===== config.mk =====
export PLATFORM = sky130hd
export DESIGN_NAME = sprite_animation_sequencer
export DESIGN_NICKNAME = d
export VERILOG_FILES = /design/src/sas_pkg.sv /design/src/sprite_animation_sequencer.sv
export SDC_FILE = /design/constraint.sdc
export NUM_CORES = 1
export LEC_CHECK = 0
export ABC_CLOCK_PERIOD_IN_PS = 8000
export BUFFER_PORTS_ARGS = -buffer_cell sky130_fd_sc_hd__buf_2
export CAP_MARGIN = 5
export CORE_MARGIN = 2
export CORE_UTILIZATION = 50
export CTS_CLUSTER_SIZE = 24
export DETAILED_ROUTE_END_ITERATION = 10
export GPL_TIMING_DRIVEN = 1
export PLACE_DENSITY = 0.81
export SETUP_SLACK_MARGIN = 0.1
export SKIP_LAST_GASP = 1
export SLEW_MARGIN = 20
export SYNTH_ARGS = -nofsm -noshare
export SYNTH_HDL_FRONTEND = slang
export SYNTH_SLANG_ARGS = --single-unit

===== constraint.sdc =====
create_clock -name i_clk -period 8 [get_ports i_clk]
set_clock_uncertainty 0.2 [all_clocks]
set_input_delay 0.8 -clock i_clk [delete_from_list [all_inputs] [get_ports i_clk]]
set_output_delay 0.8 -clock i_clk [all_outputs]
set_load 0.1 [all_outputs]

===== src/sas_pkg.sv =====
// shared types and constants of the sprite animation sequencer
package sas_pkg;

    // default position and bounds
    localparam logic signed [15:0] DEF_INIT_X = 16'sd100;
    localparam logic signed [15:0] DEF_INIT_Y = 16'sd100;
    localparam logic signed [15:0] DEF_MIN_X  = 16'sd0;
    localparam logic signed [15:0] DEF_MAX_X  = 16'sd200;
    localparam logic signed [15:0] DEF_MIN_Y  = 16'sd0;
    localparam logic signed [15:0] DEF_MAX_Y  = 16'sd200;

    // register file
    localparam int                 ADDR_W           = 5;
    localparam logic        [15:0] DURATION_RST_VAL = 16'd100;

    typedef enum logic [2:0] {
        REG_FRAME_COUNT    = 3'd0,
        REG_FRAME_DURATION = 3'd1,
        REG_MAX_LOOPS      = 3'd2,
        REG_MOVES_SPRITE   = 3'd3,
        REG_STEP_X         = 3'd4,
        REG_STEP_Y         = 3'd5
    } t_reg_idx;

    typedef enum logic [1:0] {
        CMD_TICK  = 2'd0,
        CMD_START = 2'd1,
        CMD_CLEAR = 2'd2,
        CMD_RESET = 2'd3
    } t_cmd;

    typedef struct packed {
        t_cmd        command;
        logic [31:0] now_ms;
        logic [7:0]  action_id;
        logic        restart;
    } t_in_word;

    typedef struct packed {
        logic [7:0]         frame_index;
        logic signed [15:0] pos_x;
        logic signed [15:0] pos_y;
        logic               frame_dirty;
        logic               pos_dirty;
        logic               finished;
    } t_out_word;

endpackage


===== src/sprite_animation_sequencer.sv =====
// sprite animation sequencer: command decode, frame timer, loop count and clamped motion
//
// Every command word gives exactly one result word, which shows the frame index, the
// position, the dirty flags and the finished flag after the command has acted. A word
// is taken into an input register, is worked by one pass of compare, add and clamp logic
// against the sequencer state once the result register is free, and lands in the result
// register together with the state update. One word is taken per cycle for as long as
// the result side keeps up; a stalled result holds while the input register still takes
// one more word. The timer compares (now_ms - last tick) modulo 2^32 with frame_duration_ms.
// The action is defined by the APB registers (frame_count, frame_duration_ms, max_loops,
// moves_sprite, step_x, step_y at byte addresses 0x00 to 0x14); write them only while no
// word is in flight. Position bounds and the home position are set by the module parameters.
module sprite_animation_sequencer #(
    parameter logic signed [15:0] INIT_X = sas_pkg::DEF_INIT_X,
    parameter logic signed [15:0] INIT_Y = sas_pkg::DEF_INIT_Y,
    parameter logic signed [15:0] MIN_X  = sas_pkg::DEF_MIN_X,
    parameter logic signed [15:0] MAX_X  = sas_pkg::DEF_MAX_X,
    parameter logic signed [15:0] MIN_Y  = sas_pkg::DEF_MIN_Y,
    parameter logic signed [15:0] MAX_Y  = sas_pkg::DEF_MAX_Y
) (
    input  logic                        i_clk,
    input  logic                        i_rst_n,
    // command words
    input  logic                        i_in_valid,
    output logic                        o_in_stall,
    input  sas_pkg::t_in_word           i_in_data,
    // result words
    output logic                        o_out_valid,
    input  logic                        i_out_stall,
    output sas_pkg::t_out_word          o_out_data,
    // configuration port
    input  logic                        psel,
    input  logic                        penable,
    input  logic                        pwrite,
    input  logic [sas_pkg::ADDR_W-1:0]  paddr,
    input  logic [31:0]                 pwdata,
    output logic [31:0]                 prdata,
    output logic                        pready
);

    // clamp a position plus a signed step, lower bound first then upper bound
    function automatic logic signed [15:0] f_clamp(
        input logic signed [15:0] cur,
        input logic signed [7:0]  step,
        input logic signed [15:0] lo,
        input logic signed [15:0] hi
    );
        logic signed [16:0] v;
        logic signed [16:0] lo_e;
        logic signed [16:0] hi_e;
        lo_e = $signed({lo[15], lo});
        hi_e = $signed({hi[15], hi});
        v    = $signed({cur[15], cur}) + $signed({{9{step[7]}}, step});
        if (v < lo_e) begin
            v = lo_e;
        end
        if (v > hi_e) begin
            v = hi_e;
        end
        return v[15:0];
    endfunction

    // configuration registers
    logic [7:0]         r_frame_count;
    logic [15:0]        r_frame_duration;
    logic [7:0]         r_max_loops;
    logic               r_moves_sprite;
    logic signed [7:0]  r_step_x;
    logic signed [7:0]  r_step_y;

    // sequencer state
    logic               r_active,      n_active;
    logic [7:0]         r_active_id,   n_active_id;
    logic [7:0]         r_frame_idx,   n_frame_idx;
    logic [7:0]         r_loops_done,  n_loops_done;
    logic [31:0]        r_last_tick,   n_last_tick;
    logic               r_seeded,      n_seeded;
    logic signed [15:0] r_cur_x,       n_cur_x;
    logic signed [15:0] r_cur_y,       n_cur_y;
    logic               r_dirty_frame, n_dirty_frame;
    logic               r_dirty_pos,   n_dirty_pos;

    // input register and result register
    logic               r_in_valid;
    sas_pkg::t_in_word  r_in;
    logic               r_out_valid;
    sas_pkg::t_out_word r_out;
    sas_pkg::t_out_word n_out;

    logic               w_advance;
    logic               w_cfg_wr;
    sas_pkg::t_reg_idx  w_reg_idx;

    // result register frees when empty or being taken
    assign w_advance   = !r_out_valid || !i_out_stall;
    assign o_in_stall  = r_in_valid && !w_advance;
    assign o_out_valid = r_out_valid;
    assign o_out_data  = r_out;

    assign pready    = 1'b1;
    assign w_cfg_wr  = psel && penable && pwrite;
    assign w_reg_idx = sas_pkg::t_reg_idx'(paddr[sas_pkg::ADDR_W-1:2]);

    // register read back
    always_comb begin
        unique case (w_reg_idx)
            sas_pkg::REG_FRAME_COUNT:    prdata = {24'd0, r_frame_count};
            sas_pkg::REG_FRAME_DURATION: prdata = {16'd0, r_frame_duration};
            sas_pkg::REG_MAX_LOOPS:      prdata = {24'd0, r_max_loops};
            sas_pkg::REG_MOVES_SPRITE:   prdata = {31'd0, r_moves_sprite};
            sas_pkg::REG_STEP_X:         prdata = {24'd0, r_step_x};
            sas_pkg::REG_STEP_Y:         prdata = {24'd0, r_step_y};
            default:                     prdata = 32'd0;
        endcase
    end

    // command processing for the word in the input register
    always_comb begin
        logic [7:0]  next_idx;
        logic [7:0]  loops;
        logic        limit_now;
        logic        limit_new;
        logic signed [15:0] nx;
        logic signed [15:0] ny;

        n_active      = r_active;
        n_active_id   = r_active_id;
        n_frame_idx   = r_frame_idx;
        n_loops_done  = r_loops_done;
        n_last_tick   = r_last_tick;
        n_seeded      = r_seeded;
        n_cur_x       = r_cur_x;
        n_cur_y       = r_cur_y;
        n_dirty_frame = r_dirty_frame;
        n_dirty_pos   = r_dirty_pos;

        limit_now = (r_max_loops != 8'd0) && (r_loops_done >= r_max_loops);
        next_idx  = r_frame_idx + 8'd1;
        loops     = r_loops_done;
        if (next_idx >= r_frame_count) begin
            next_idx = 8'd0;
            if (r_loops_done != 8'hFF) begin
                loops = r_loops_done + 8'd1;
            end
        end
        limit_new = (r_max_loops != 8'd0) && (loops >= r_max_loops);
        nx = f_clamp(r_cur_x, r_step_x, MIN_X, MAX_X);
        ny = f_clamp(r_cur_y, r_step_y, MIN_Y, MAX_Y);

        case (r_in.command)
            sas_pkg::CMD_TICK: begin
                if (r_active && (r_frame_count != 8'd0) && !limit_now) begin
                    if (!r_seeded) begin
                        // first tick only seeds the timer
                        n_last_tick   = r_in.now_ms;
                        n_seeded      = 1'b1;
                        n_dirty_frame = 1'b1;
                    end else if ((r_in.now_ms - r_last_tick) >= {16'd0, r_frame_duration})
                    begin
                        n_last_tick   = r_in.now_ms;
                        n_frame_idx   = next_idx;
                        n_loops_done  = loops;
                        n_dirty_frame = 1'b1;
                        if (r_moves_sprite && !limit_new &&
                            ((nx != r_cur_x) || (ny != r_cur_y))) begin
                            n_cur_x     = nx;
                            n_cur_y     = ny;
                            n_dirty_pos = 1'b1;
                        end
                    end
                end
            end
            sas_pkg::CMD_START: begin
                if (r_in.restart || !r_active || (r_active_id != r_in.action_id)) begin
                    n_active      = 1'b1;
                    n_active_id   = r_in.action_id;
                    n_frame_idx   = 8'd0;
                    n_loops_done  = 8'd0;
                    n_last_tick   = 32'd0;
                    n_seeded      = 1'b0;
                    n_dirty_frame = 1'b1;
                end
            end
            sas_pkg::CMD_CLEAR: begin
                n_dirty_frame = 1'b0;
                n_dirty_pos   = 1'b0;
            end
            default: begin
                // home: back to the start position with no action
                n_active      = 1'b0;
                n_active_id   = 8'd0;
                n_frame_idx   = 8'd0;
                n_loops_done  = 8'd0;
                n_last_tick   = 32'd0;
                n_seeded      = 1'b0;
                n_cur_x       = INIT_X;
                n_cur_y       = INIT_Y;
                n_dirty_frame = 1'b1;
                n_dirty_pos   = 1'b0;
            end
        endcase

        n_out.frame_index = n_frame_idx;
        n_out.pos_x       = n_cur_x;
        n_out.pos_y       = n_cur_y;
        n_out.frame_dirty = n_dirty_frame;
        n_out.pos_dirty   = n_dirty_pos;
        n_out.finished    = !n_active ||
                            ((r_max_loops != 8'd0) && (n_loops_done >= r_max_loops));
    end

    always_ff @(posedge i_clk) begin
        if (!i_rst_n) begin
            r_frame_count    <= 8'd0;
            r_frame_duration <= sas_pkg::DURATION_RST_VAL;
            r_max_loops      <= 8'd0;
            r_moves_sprite   <= 1'b0;
            r_step_x         <= 8'sd0;
            r_step_y         <= 8'sd0;
            r_active         <= 1'b0;
            r_active_id      <= 8'd0;
            r_frame_idx      <= 8'd0;
            r_loops_done     <= 8'd0;
            r_last_tick      <= 32'd0;
            r_seeded         <= 1'b0;
            r_cur_x          <= INIT_X;
            r_cur_y          <= INIT_Y;
            r_dirty_frame    <= 1'b1;
            r_dirty_pos      <= 1'b0;
            r_in_valid       <= 1'b0;
            r_out_valid      <= 1'b0;
        end else begin
            if (w_cfg_wr) begin
                unique case (w_reg_idx)
                    sas_pkg::REG_FRAME_COUNT:    r_frame_count    <= pwdata[7:0];
                    sas_pkg::REG_FRAME_DURATION: r_frame_duration <= pwdata[15:0];
                    sas_pkg::REG_MAX_LOOPS:      r_max_loops      <= pwdata[7:0];
                    sas_pkg::REG_MOVES_SPRITE:   r_moves_sprite   <= pwdata[0];
                    sas_pkg::REG_STEP_X:         r_step_x         <= $signed(pwdata[7:0]);
                    sas_pkg::REG_STEP_Y:         r_step_y         <= $signed(pwdata[7:0]);
                    default: begin
                    end
                endcase
            end

            if (w_advance) begin
                r_out_valid <= r_in_valid;
                if (r_in_valid) begin
                    r_out         <= n_out;
                    r_active      <= n_active;
                    r_active_id   <= n_active_id;
                    r_frame_idx   <= n_frame_idx;
                    r_loops_done  <= n_loops_done;
                    r_last_tick   <= n_last_tick;
                    r_seeded      <= n_seeded;
                    r_cur_x       <= n_cur_x;
                    r_cur_y       <= n_cur_y;
                    r_dirty_frame <= n_dirty_frame;
                    r_dirty_pos   <= n_dirty_pos;
                end
            end

            if (!o_in_stall) begin
                r_in_valid <= i_in_valid;
                if (i_in_valid) begin
                    r_in <= i_in_data;
                end
            end
        end
    end

    // a home command leaves the sprite at rest with no action
    a_home_result: assert property (@(posedge i_clk) disable iff (!i_rst_n)
        (r_in_valid && w_advance && (r_in.command == sas_pkg::CMD_RESET)) |=>
        (o_out_valid && (o_out_data.pos_x == INIT_X) && (o_out_data.pos_y == INIT_Y) &&
         o_out_data.frame_dirty && !o_out_data.pos_dirty && o_out_data.finished))
        else $error("home command result wrong");

    // a clear command leaves both dirty flags low
    a_clear_result: assert property (@(posedge i_clk) disable iff (!i_rst_n)
        (r_in_valid && w_advance && (r_in.command == sas_pkg::CMD_CLEAR)) |=>
        (o_out_valid && !o_out_data.frame_dirty && !o_out_data.pos_dirty))
        else $error("clear command left dirty flags");

    // the input side only stalls with a full input register
    a_stall_full: assert property (@(posedge i_clk) disable iff (!i_rst_n)
        o_in_stall |-> (r_in_valid && r_out_valid && i_out_stall))
        else $error("input stalled without a pending word");

    // motion other than homing always marks the position dirty
    a_move_dirty: assert property (@(posedge i_clk) disable iff (!i_rst_n)
        (r_in_valid && w_advance && (r_in.command == sas_pkg::CMD_TICK) &&
         ((n_cur_x != r_cur_x) || (n_cur_y != r_cur_y))) |=> r_dirty_pos)
        else $error("position moved without dirty flag");

endmodule


* After elaboration in Yosys (flattened, before gate mapping) *
Cells that the tools add are included.

storage, ports and cells
  input port bits = 87
  bits in registers = 229
  logic and storage cells = 149
  output and inout port bits = 78

operators by class
  magnitude comparators = 9
  eq/ne operators = 14
  multiplexer cells = 50
  reduce and logical (&&, ||, !) cells = 40
  add/subtract/negate cells = 5
  bitwise logic cells = 3

operators with widths
  cell                                                                              count
  16-bit two-way mux                                                                10
  32-bit two-way mux                                                                4
  8-bit two-way mux                                                                 12
  16-bit one-hot mux with 6 select lines                                            1
  32-bit one-hot mux with 3 select lines                                            1
  16-bit one-hot mux with 2 select lines                                            2
  8-bit one-hot mux with 3 select lines                                             2
  16-bit by 8-bit adder with 17-bit output                                          2
  17-bit by 9-bit greater-than comparator with 1-bit output, second input constant  2
  17-bit by 1-bit less-than comparator with 1-bit output, second input constant     2
  17-bit two-way mux                                                                2
  32-bit by 16-bit greater-or-equal comparator with 1-bit output                    1
  8-bit greater-or-equal comparator                                                 4
  16-bit inequality test                                                            2
  32-bit subtractor                                                                 1
  8-bit by 1-bit adder with 8-bit output, second input constant                     2
  8-bit one-hot mux with 2 select lines                                             1
  8-bit nonzero test                                                                2
  2-bit AND reduction                                                               7
  1-bit two-way mux                                                                 11
  1-bit logical AND                                                                 10
  8-bit inequality test                                                             1
  8-bit inequality test, second input constant                                      1
  1-bit logical NOT                                                                 7
  other kinds (18)                                                                  31

* Longest topological paths before layout *
Gate-level depths: netlist of run 1.

  depth in word-level cells = 13
  gate-level depth with buffers = 38
  depth with buffers taken out = 38

* Least setup slack after synthesis of run 1 *
No wires, ideal clock.

  path kind = flip-flop to flip-flop
  start point = register r_in[11] (netlist name)
  end point = register r_out, in the netlist o_out_data[0], data pin
  stages on the path, launching flop included = 35
  clock period less this slack = 6.434 ns
  required time = 7.528 ns
  buffers on the path = 1
  library setup time = 0.272 ns
  slack = 1.566 ns
  data arrival time = 5.962 ns
  cell sequence = edfxtp_1 ha_1 nor2b_1 o31a_1 o31a_1 or4_1 buf_2 a21o_1 a21oi_1 xnor2_1 ha_1 nor2b_1 o21ai_0 o2111ai_1 a31oi_1 nand4b_1 a2111o_1 nor4b_4 a21oi_1 a21oi_1 nand2b_1 a21oi_1 or2_2 ha_1 nand2b_1 a21oi_1 nor2b_1 o21ai_0 nand2b_1 a21oi_1 nor2b_1 o21ai_0 nand2b_1 a21oi_1 o221ai_1

RTL lines
  element                 RTL line                           text
  start, declared         sprite_animation_sequencer.sv:85   sas_pkg::t_in_word r_in;
  start signal, assigned  sprite_animation_sequencer.sv:266  r_in <= i_in_data;
  end signal, assigned    sprite_animation_sequencer.sv:249  r_out <= n_out;
  end, declared           sprite_animation_sequencer.sv:87   sas_pkg::t_out_word r_out;

==> flow_summary.ini, run 1 <==
[setup_path]
ff2ff_setup_slack_ns = 0.70
arrival_ns = 7.37
worstReg2RegStart = r_in[9]
crit_path_max_fanout = 8
max_stage_delay_ns = 0.66
worstRegToRegCells = 35
path_class = register to register
crit_path_end_kind = register
critPathSlowestCell = or4_1
crit_buf_inv = 1
cp_common_cell = a21oi_1
cp.required_ns = 8.06
cp-start-kind = register
path_delay_family = compound AO/OA/AOI/OAI gates
r2r_end = o_out_data[0]

[grt]
grt_pass1_vias = 12358
grt_max_degree = 102
grt_pass1_wl_um = 60900
grt_overflow_total = 0
grtUsageTotal_pct = 23.9
antenna_found_initial = 2

[detailed_routing]
vias_per_cell = 5.91
ant_nets = 0
drc_errors = 0
avgRoutedWirePerCell_um = 17.2
first_pass_iters = 6
drtIter0Drc = 1131
vias = 12947
wirelength_um = 37700

[placed_design]
gp_congestion = 0.940
placed_cells = 2140
io_buffers = 129
pre_cts_slack_ns = 0.823
placed_cell_area_um2 = 15700
dpl.hpwl_um = 27800

[yosys]
seq_area_frac_synth_pct = 36.7
synthFlopType = dfxtp_1
synth_edf_count = 86
syn_inst = 1684
syn_area_um2 = 14800
synth_area_per_cell_um2 = 8.80
async_flop_share_pct = 0
yosys_warnings = 0
synth_seq_cells = 229
yosysUniqueCellTypes = 91

[die]
initial_core_util_pct = 50.4
coreArea_um2 = 29400
io_pins = 165
dieArea_um2 = 31000
num_rows = 63
die_h_um = 176
die_x_um = 176

[worst_hold_path]
min_to = r_in[4]
min_from = i_in_data[4]
holdPathStages = 1
hp-class = input port to register

[clock_network]
clk_pin_slew_worst_paths_ns = 0.06
htreeDepth = 1
postCtsHoldBufs = 0
cts-root-buf = clkbuf_16
cts_buffers = 26
post_cts_resized = 0
postCtsSetupBuffers = 0
clock_latency_ns = 0.54
clock-sinks = 229
cts_tree = done
cts_buffer_depth = 3

[timing]
setup-tns-final_ns = 0
rsz0062_at_grt = false
period_needed_ns = 7.30
finalCritPeriodShare_pct = 91.3
holdWs_ns = 0.240
max_slew_margin_pct = 27.7
fmax_mhz = 137
maxSlewViolCount = 0
finalSetupViolCount = 0
worstMarginPinSlew_ns = 1.08
worst_slack_ns = 0.695
hold_viol = 0

[final_layout]
fin_area_um2 = 16700
syn_to_final_growth_pct = 12.5
nets = 1985
drive_gt1_share_pct = 12.2
final_cell_count_no_fill = 2191
final_core_utilization_pct = 56.7
fillCellCount = 2521

[power_and_ir_drop]
p_per_area_nw_per_um2 = 176
power_mw = 2.93
peakVddDrop_mv = 0.208
p_leak_nw = 6.66

[status]
status = finished, final reports clean

[flow_run]
maxCapViolCount = 0
cells by family after synthesis:
group / share of synthesized area, %
buffers and inverters: 5.51
AOI/OAI and AO/OA: 22.8
adders and majority gates: 10.3
DFF: 36.7
and+or+nand+nor: 17.7
other: 0.0507
xor gates and xnor gates: 3.66
muxes: 3.29
routing by layer:
layer | GRT usage, % | share of wire (%) | vias to the layer above
met4 | 7.06 | 2.0 | 0
li1 | - | - | 6316
met2 | 38.4 | 45 | 528
met3 | 3.96 | 8.9 | 59
met1 | 33.0 | 45 | 6044
met5 | 0 | 0 | -
how the worst max path moves through the flow:
stage	startpoint	cells past startpoint	end
after detailed placement	r_in[9]	35	o_out_data[0]
after CTS	r_in[9]	35	o_out_data[0]
after global placement	r_in[9]	35	o_out_data[0]
final	r_in[9]	35	o_out_data[0]
after global routing	r_in[9]	35	o_out_data[0]
after floorplan	r_in[11]	34	o_out_data[0]
cells in the final DEF, fill, tap and decap left out, drive strengths merged, types with 21 or more instances in the layout:
cell type and instances:
a31oi 21, xor2 24, a21oi 123, and2 40
nand2 140, xnor2 38, dfxtp 143, nand2b 25
nand3 43, clkbuf 34, a22oi 56, nor2 173
mux2i 42, buf 139, nor3 28, inv 103
a21o 42, ha 117, edfxtp 86, o21ai 82
area by class of cell:
type	instances	area [um^2]	share of cell area (%)
Multi-Input combinational cell	1278	8640	51.9
Sequential cell	229	5450	32.7
Timing Repair Buffer	139	724	4.35
Clock buffer	34	722	4.33
Tap cell	390	488	2.93
Inverter	104	390	2.34
Clock inverter	14	245	1.47
Antenna cell	3	7.51	0.0450
registers in the layout, indices dropped and copies added (netlist names), 8 cells and up:
| name | flops |
|---|---|
| r_in | 43 |
| r_loops_done | 8 |
| o_out_data | 43 |
| r_frame_duration | 16 |
| r_last_tick | 32 |
| r_frame_idx | 8 |
| r_frame_count | 8 |
| r_active_id | 8 |
| r_cur_y | 16 |
| r_step_x | 8 |
| r_cur_x | 16 |
| r_step_y | 8 |
| r_max_loops | 8 |
cell usage after synthesis (all sizes together) (19+ instances only):
library cell | count | area, um^2
a21o | 42 | 315
a21oi | 123 | 623
a22oi | 56 | 420
a31oi | 21 | 161
and2 | 40 | 250
and3 | 19 | 119
buf | 32 | 214
clkbuf | 56 | 211
dfxtp | 143 | 2860
edfxtp | 86 | 2580
ha | 117 | 1460
inv | 103 | 387
mux2i | 42 | 420
nand2 | 140 | 528
nand2b | 25 | 156
nand3 | 43 | 220
nor2 | 173 | 652
nor3 | 28 | 140
o21a | 20 | 158
o21ai | 82 | 414
xnor2 | 38 | 333
xor2 | 24 | 210
power breakdown:
part,switching (mW),total [mW],internal [mW],leakage [nW]
clock,0.479,1.34,0.858,0.473
sequential,0.0143,1.25,1.23,1.94
combinational,0.250,0.346,0.0964,4.25
total,0.743,2.93,2.19,6.66
No activity file was read; power rests on OpenSTA's default activity.
==> inputs of run 2 (changes only) <==
--- a/config.mk
+++ b/config.mk
@@ -8,12 +8,14 @@
 export ABC_CLOCK_PERIOD_IN_PS = 8000
 export BUFFER_PORTS_ARGS = -buffer_cell sky130_fd_sc_hd__buf_2
 export CAP_MARGIN = 5
+export CELL_PAD_IN_SITES_DETAIL_PLACEMENT = 0
+export CELL_PAD_IN_SITES_GLOBAL_PLACEMENT = 2
 export CORE_MARGIN = 2
-export CORE_UTILIZATION = 50
+export CORE_UTILIZATION = 37
 export CTS_CLUSTER_SIZE = 24
 export DETAILED_ROUTE_END_ITERATION = 10
 export GPL_TIMING_DRIVEN = 1
-export PLACE_DENSITY = 0.81
+export PLACE_DENSITY = 0.93
 export SETUP_SLACK_MARGIN = 0.1
 export SKIP_LAST_GASP = 1
 export SLEW_MARGIN = 20
==> run 2 against run 1 <==
Compared with the run above:
- total power decreased by 1.0%
- final area increased by 0.97%
- cell count increased by 6.3%
- core utilization decreased by 14 points
- count of clock-buffer cells in the layout increased by 4
- register-to-register slack improved by 0.04 ns
- combinational power increased by 1%
- clock power decreased by 3%
- hold slack got worse by 0.031 ns
- critical path depth unchanged
- first-iteration DRC count decreased by 24%
- non-clock buffer count increased by 2
- critical endpoint unchanged
- largest cell class unchanged
- largest power group unchanged
==> flow_summary.ini, run 2 (synthesized netlist as in run 1, its figures left out) <==
[status]
status = finished, final reports clean

[die]
initial_core_util_pct = 37.4
coreArea_um2 = 39600
dieArea_um2 = 41700
io_pins = 165
die_h_um = 204
num_rows = 73
die_x_um = 204

[placed_design]
io_buffers = 129
pre_cts_slack_ns = 0.742
dpl.hpwl_um = 30800
gp_congestion = 0.891

[timing]
rsz0062_at_grt = false
worst_slack_ns = 0.733
fmax_mhz = 138
holdWs_ns = 0.210
setup-tns-final_ns = 0
period_needed_ns = 7.27
worstMarginPinSlew_ns = 1.02
maxSlewViolCount = 0
finalCritPeriodShare_pct = 90.8
hold_viol = 0
max_slew_margin_pct = 31.2
finalSetupViolCount = 0

[flow_run]
maxCapViolCount = 0

[detailed_routing]
drtIter0Drc = 856
drc_errors = 0
ant_nets = 0
vias_per_cell = 5.50
avgRoutedWirePerCell_um = 17.8
first_pass_iters = 5
wirelength_um = 41400
vias = 12811

[final_layout]
fillCellCount = 3998
multi_input_area_um2 = 8650
regArea_um2 = 5450
final_cell_mix = nor2_1 (170), dfxtp_1 (143), nand2_1 (139)
nets = 1989
mostFrequentLayoutCell = nor2_1
antenna_cells = 0
drive_gt1_share_pct = 12.4
final_core_utilization_pct = 42.4
syn_to_final_growth_pct = 13.6

[power_and_ir_drop]
pwr-share-seq_pct = 43.0
clkPwrFrac_pct = 44.9
peakVddDrop_mv = 0.175
p_per_area_nw_per_um2 = 172
power.internal_mw = 2.12
p_sw_share_pct = 26.8
p_switching_mw = 0.777
p_leak_nw = 6.67
combPwrFrac_pct = 12.1
power_mw = 2.90

[grt]
antenna_found_initial = 6
grt_max_degree = 98
grt_pass1_vias = 11730
grt_overflow_total = 0
grtUsageTotal_pct = 19.4
grt_pass1_wl_um = 65200

[worst_hold_path]
hp-class = input port to register

[clock_network]
clock-sinks = 229
clk_pin_slew_worst_paths_ns = 0.06
postCtsHoldBufs = 0
cts_tree = done
post_cts_resized = 0
cts_buffer_depth = 3
cts_buffers = 28
htreeDepth = 1
cts-root-buf = clkbuf_16
postCtsSetupBuffers = 0
clock_latency_ns = 0.57

[setup_path]
max_stage_delay_ns = 0.69
path_class = register to register
crit_path_end_kind = register
cp.required_ns = 8.10
critPathSlowestCell = or4_1
arrival_ns = 7.37
cp_common_cell = a21oi_1
cp-start-kind = register
crit_path_max_fanout = 8
==> run 2: cell count changes in the layout (fill, tap and decap cells not counted), moves of 2 or more <==
cell / delta
clkinv_2: +4
diode_2: -3
bufinv_16: -4
clkbuf_16: +3
buf_4: +2
==> run 2: critical path: cells and delay by family, from the launching register on <==
kind | cells | cell delay [ns]
compound gates | 17 | 3.05
xor+xnor | 1 | 0.14
fa+ha+maj | 4 | 0.93
simple gates | 12 | 2.25
flops | 1 | 0.38
buf+inv | 1 | 0.07
==> run 2: power by group through the flow <==
stage	clock, mW	combinational, mW	sequential, mW
floorplan	0	0.223	1.32
global placement	0	0.347	1.27
detailed placement	0	0.350	1.27
CTS	1.34	0.351	1.25
global route	1.37	0.379	1.25
finish	1.30	0.351	1.25
==> run 2: cell type report <==
class | count | share of cell area (%)
well taps | 525 | 3.90
clock inverters | 14 | 0.855
repair buffers | 141 | 4.39
flip-flops and latches | 229 | 32.4
multi-input cells | 1278 | 51.4
inverters | 104 | 2.32
clock buffers | 38 | 4.76
==> run 2: worst paths after layout <==
check	startpoint	to	slack, ns	depth (start not counted)
min reg2reg	r_frame_duration[11]	r_frame_duration[11]	0.25	2
max reg2reg	r_in[9]	o_out_data[0]	0.73	35
min	i_in_data[27]	r_in[27]	0.21	1
max	r_in[9]	o_out_data[0]	0.73	35
==> run 2: layer usage <==
metal	wire length (um)	vias to the layer above	GRT usage (%)
li1	-	6311	-
met1	19700	6109	27.9
met2	18400	320	30.4
met3	2290	61	3.09
met4	879	10	4.58
met5	59	-	0
==> run 2: stage by stage <==
stage	area, um^2	std cells
after floorplan	14900	1699
after global placement	15900	2277
after detailed placement	15900	2277
after CTS	16800	2329
after global routing	16800	2329
final	16800	2329
==> inputs of run 3 (changes only) <==
--- a/config.mk
+++ b/config.mk
@@ -16,6 +16,7 @@
 export DETAILED_ROUTE_END_ITERATION = 10
 export GPL_TIMING_DRIVEN = 1
 export PLACE_DENSITY = 0.93
+export REMOVE_ABC_BUFFERS = 1
 export SETUP_SLACK_MARGIN = 0.1
 export SKIP_LAST_GASP = 1
 export SLEW_MARGIN = 20
==> run 3 against run 2 <==
Compared with the run above:
- routed wire length up 0.43%
- total power rose by 6.4%
- sequential share of layout area down 0.30 points
- combinational power is essentially flat
- non-clock buffer count grew 2
- count of clock-buffer cells in the layout stayed put
==> flow_summary.ini, run 3 (synthesized netlist as in run 1, its figures left out) <==
[clock_network]
clk_pin_slew_worst_paths_ns = 0.06
cts_buffer_depth = 3
postCtsHoldBufs = 0
cts-root-buf = clkbuf_16
clock-sinks = 229
post_cts_resized = 0
postCtsSetupBuffers = 0
htreeDepth = 1
cts_tree = done
clock_latency_ns = 0.57
cts_buffers = 28

[detailed_routing]
vias = 12660
wirelength_um = 41600
ant_nets = 0
drc_errors = 0
avgRoutedWirePerCell_um = 17.8
vias_per_cell = 5.42
drtIter0Drc = 864
first_pass_iters = 5

[die]
coreArea_um2 = 39600
io_pins = 165
die_x_um = 204
num_rows = 73
dieArea_um2 = 41700
die_h_um = 204
initial_core_util_pct = 37.4

[setup_path]
cp_common_cell = a21oi_1
path_class = register to register
crit_path_end_kind = register
path_delay_family = compound AO/OA/AOI/OAI gates
max_stage_delay_ns = 0.57
crit_path_max_fanout = 8
r2r_end = o_out_data[0]
crit_cells = 35
critPathSlowestCell = or4_4
arrival_ns = 7.45
cp-start-kind = register
ff2ff_setup_slack_ns = 0.66
worstReg2RegStart = r_in[9]
worstRegToRegCells = 35
crit_buf_inv = 1
cp.required_ns = 8.11

[worst_hold_path]
hp-class = input port to register
min_to = r_in[2]
holdPathStages = 1
min_from = i_in_data[2]

[grt]
grt_max_degree = 89
grtUsageTotal_pct = 19.3
antenna_found_initial = 7
grt_overflow_total = 0
grt_pass1_wl_um = 64700
grt_pass1_vias = 11776

[timing]
finalCritPeriodShare_pct = 91.8
hold_viol = 0
setup-tns-final_ns = 0
worstMarginPinSlew_ns = 1.01
finalSetupViolCount = 0
max_slew_margin_pct = 32.2
rsz0062_at_grt = false
fmax_mhz = 136
period_needed_ns = 7.34
holdWs_ns = 0.204
maxSlewViolCount = 0

[power_and_ir_drop]
p_per_area_nw_per_um2 = 182
peakVddDrop_mv = 0.149
p_leak_nw = 6.73

[final_layout]
mostFrequentLayoutCell = nor2_1
final_cell_count_no_fill = 2334
final_core_utilization_pct = 42.8
nets = 1991
syn_to_final_growth_pct = 14.6
fin_area_um2 = 17000
fillCellCount = 4002
drive_gt1_share_pct = 12.8
multi_input_area_um2 = 8640
final_cell_mix = nor2_1 (170), dfxtp_1 (143), nand2_1 (139)
regArea_um2 = 5450

[placed_design]
placed_cells = 2279
io_buffers = 129
gp_congestion = 0.866
dpl.hpwl_um = 30700
placed_cell_area_um2 = 15900

[flow_run]
maxCapViolCount = 0

[status]
status = finished, final reports clean
==> run 3: cell count changes in the layout (fill, tap and decap cells not counted), sizes merged <==
cell / before / now
diode: 0 / 3
bufinv: 3 / 7
buf: 141 / 143
clkinv: 11 / 6
clkinvlp: 1 / 2
==> run 3: report_power, final <==
group / total (mW) / internal [mW] / switching (mW)
Combinational: 0.352 / 0.0975 / 0.255
Sequential: 1.25 / 1.23 / 0.0146
Clock: 1.49 / 0.957 / 0.530
Total: 3.08 / 2.29 / 0.799
==> run 3: through the flow <==
stage,power (mW),setup slack [ns]
final,3.08,0.658
after global routing,3.19,0.211
after CTS,3.11,0.596
after detailed placement,1.62,0.599
after global placement,1.62,0.678
after floorplan,1.52,1.52
==> run 3: area by class of cell <==
type | count | share of cell area (%)
Multi-Input combinational cell | 1278 | 50.9
Sequential cell | 229 | 32.1
Clock buffer | 38 | 4.95
Timing Repair Buffer | 143 | 4.42
Tap cell | 525 | 3.87
Inverter | 104 | 2.30
Clock inverter | 14 | 1.48
Antenna cell | 3 | 0.0442
==> run 3: how the worst max path moves through the flow <==
stage	startpoint	end	slack [ns]
after floorplan	r_in[11]	o_out_data[0]	1.52
after global placement	r_in[9]	o_out_data[0]	0.68
after detailed placement	r_in[9]	o_out_data[0]	0.60
after CTS	r_in[9]	o_out_data[0]	0.60
after global routing	r_in[9]	o_out_data[0]	0.21
final	r_in[9]	o_out_data[0]	0.66
==> run 3: per-layer routing <==
layer  vias to the layer above  part of all wire [%]  track usage [%]
met2                       278                    44             30.2
met1                      6012                    49             27.6
met4                         8                   2.2             5.18
met3                        60                   4.9             3.08
met5                         -                  0.13                0
li1                       6302                     -                -
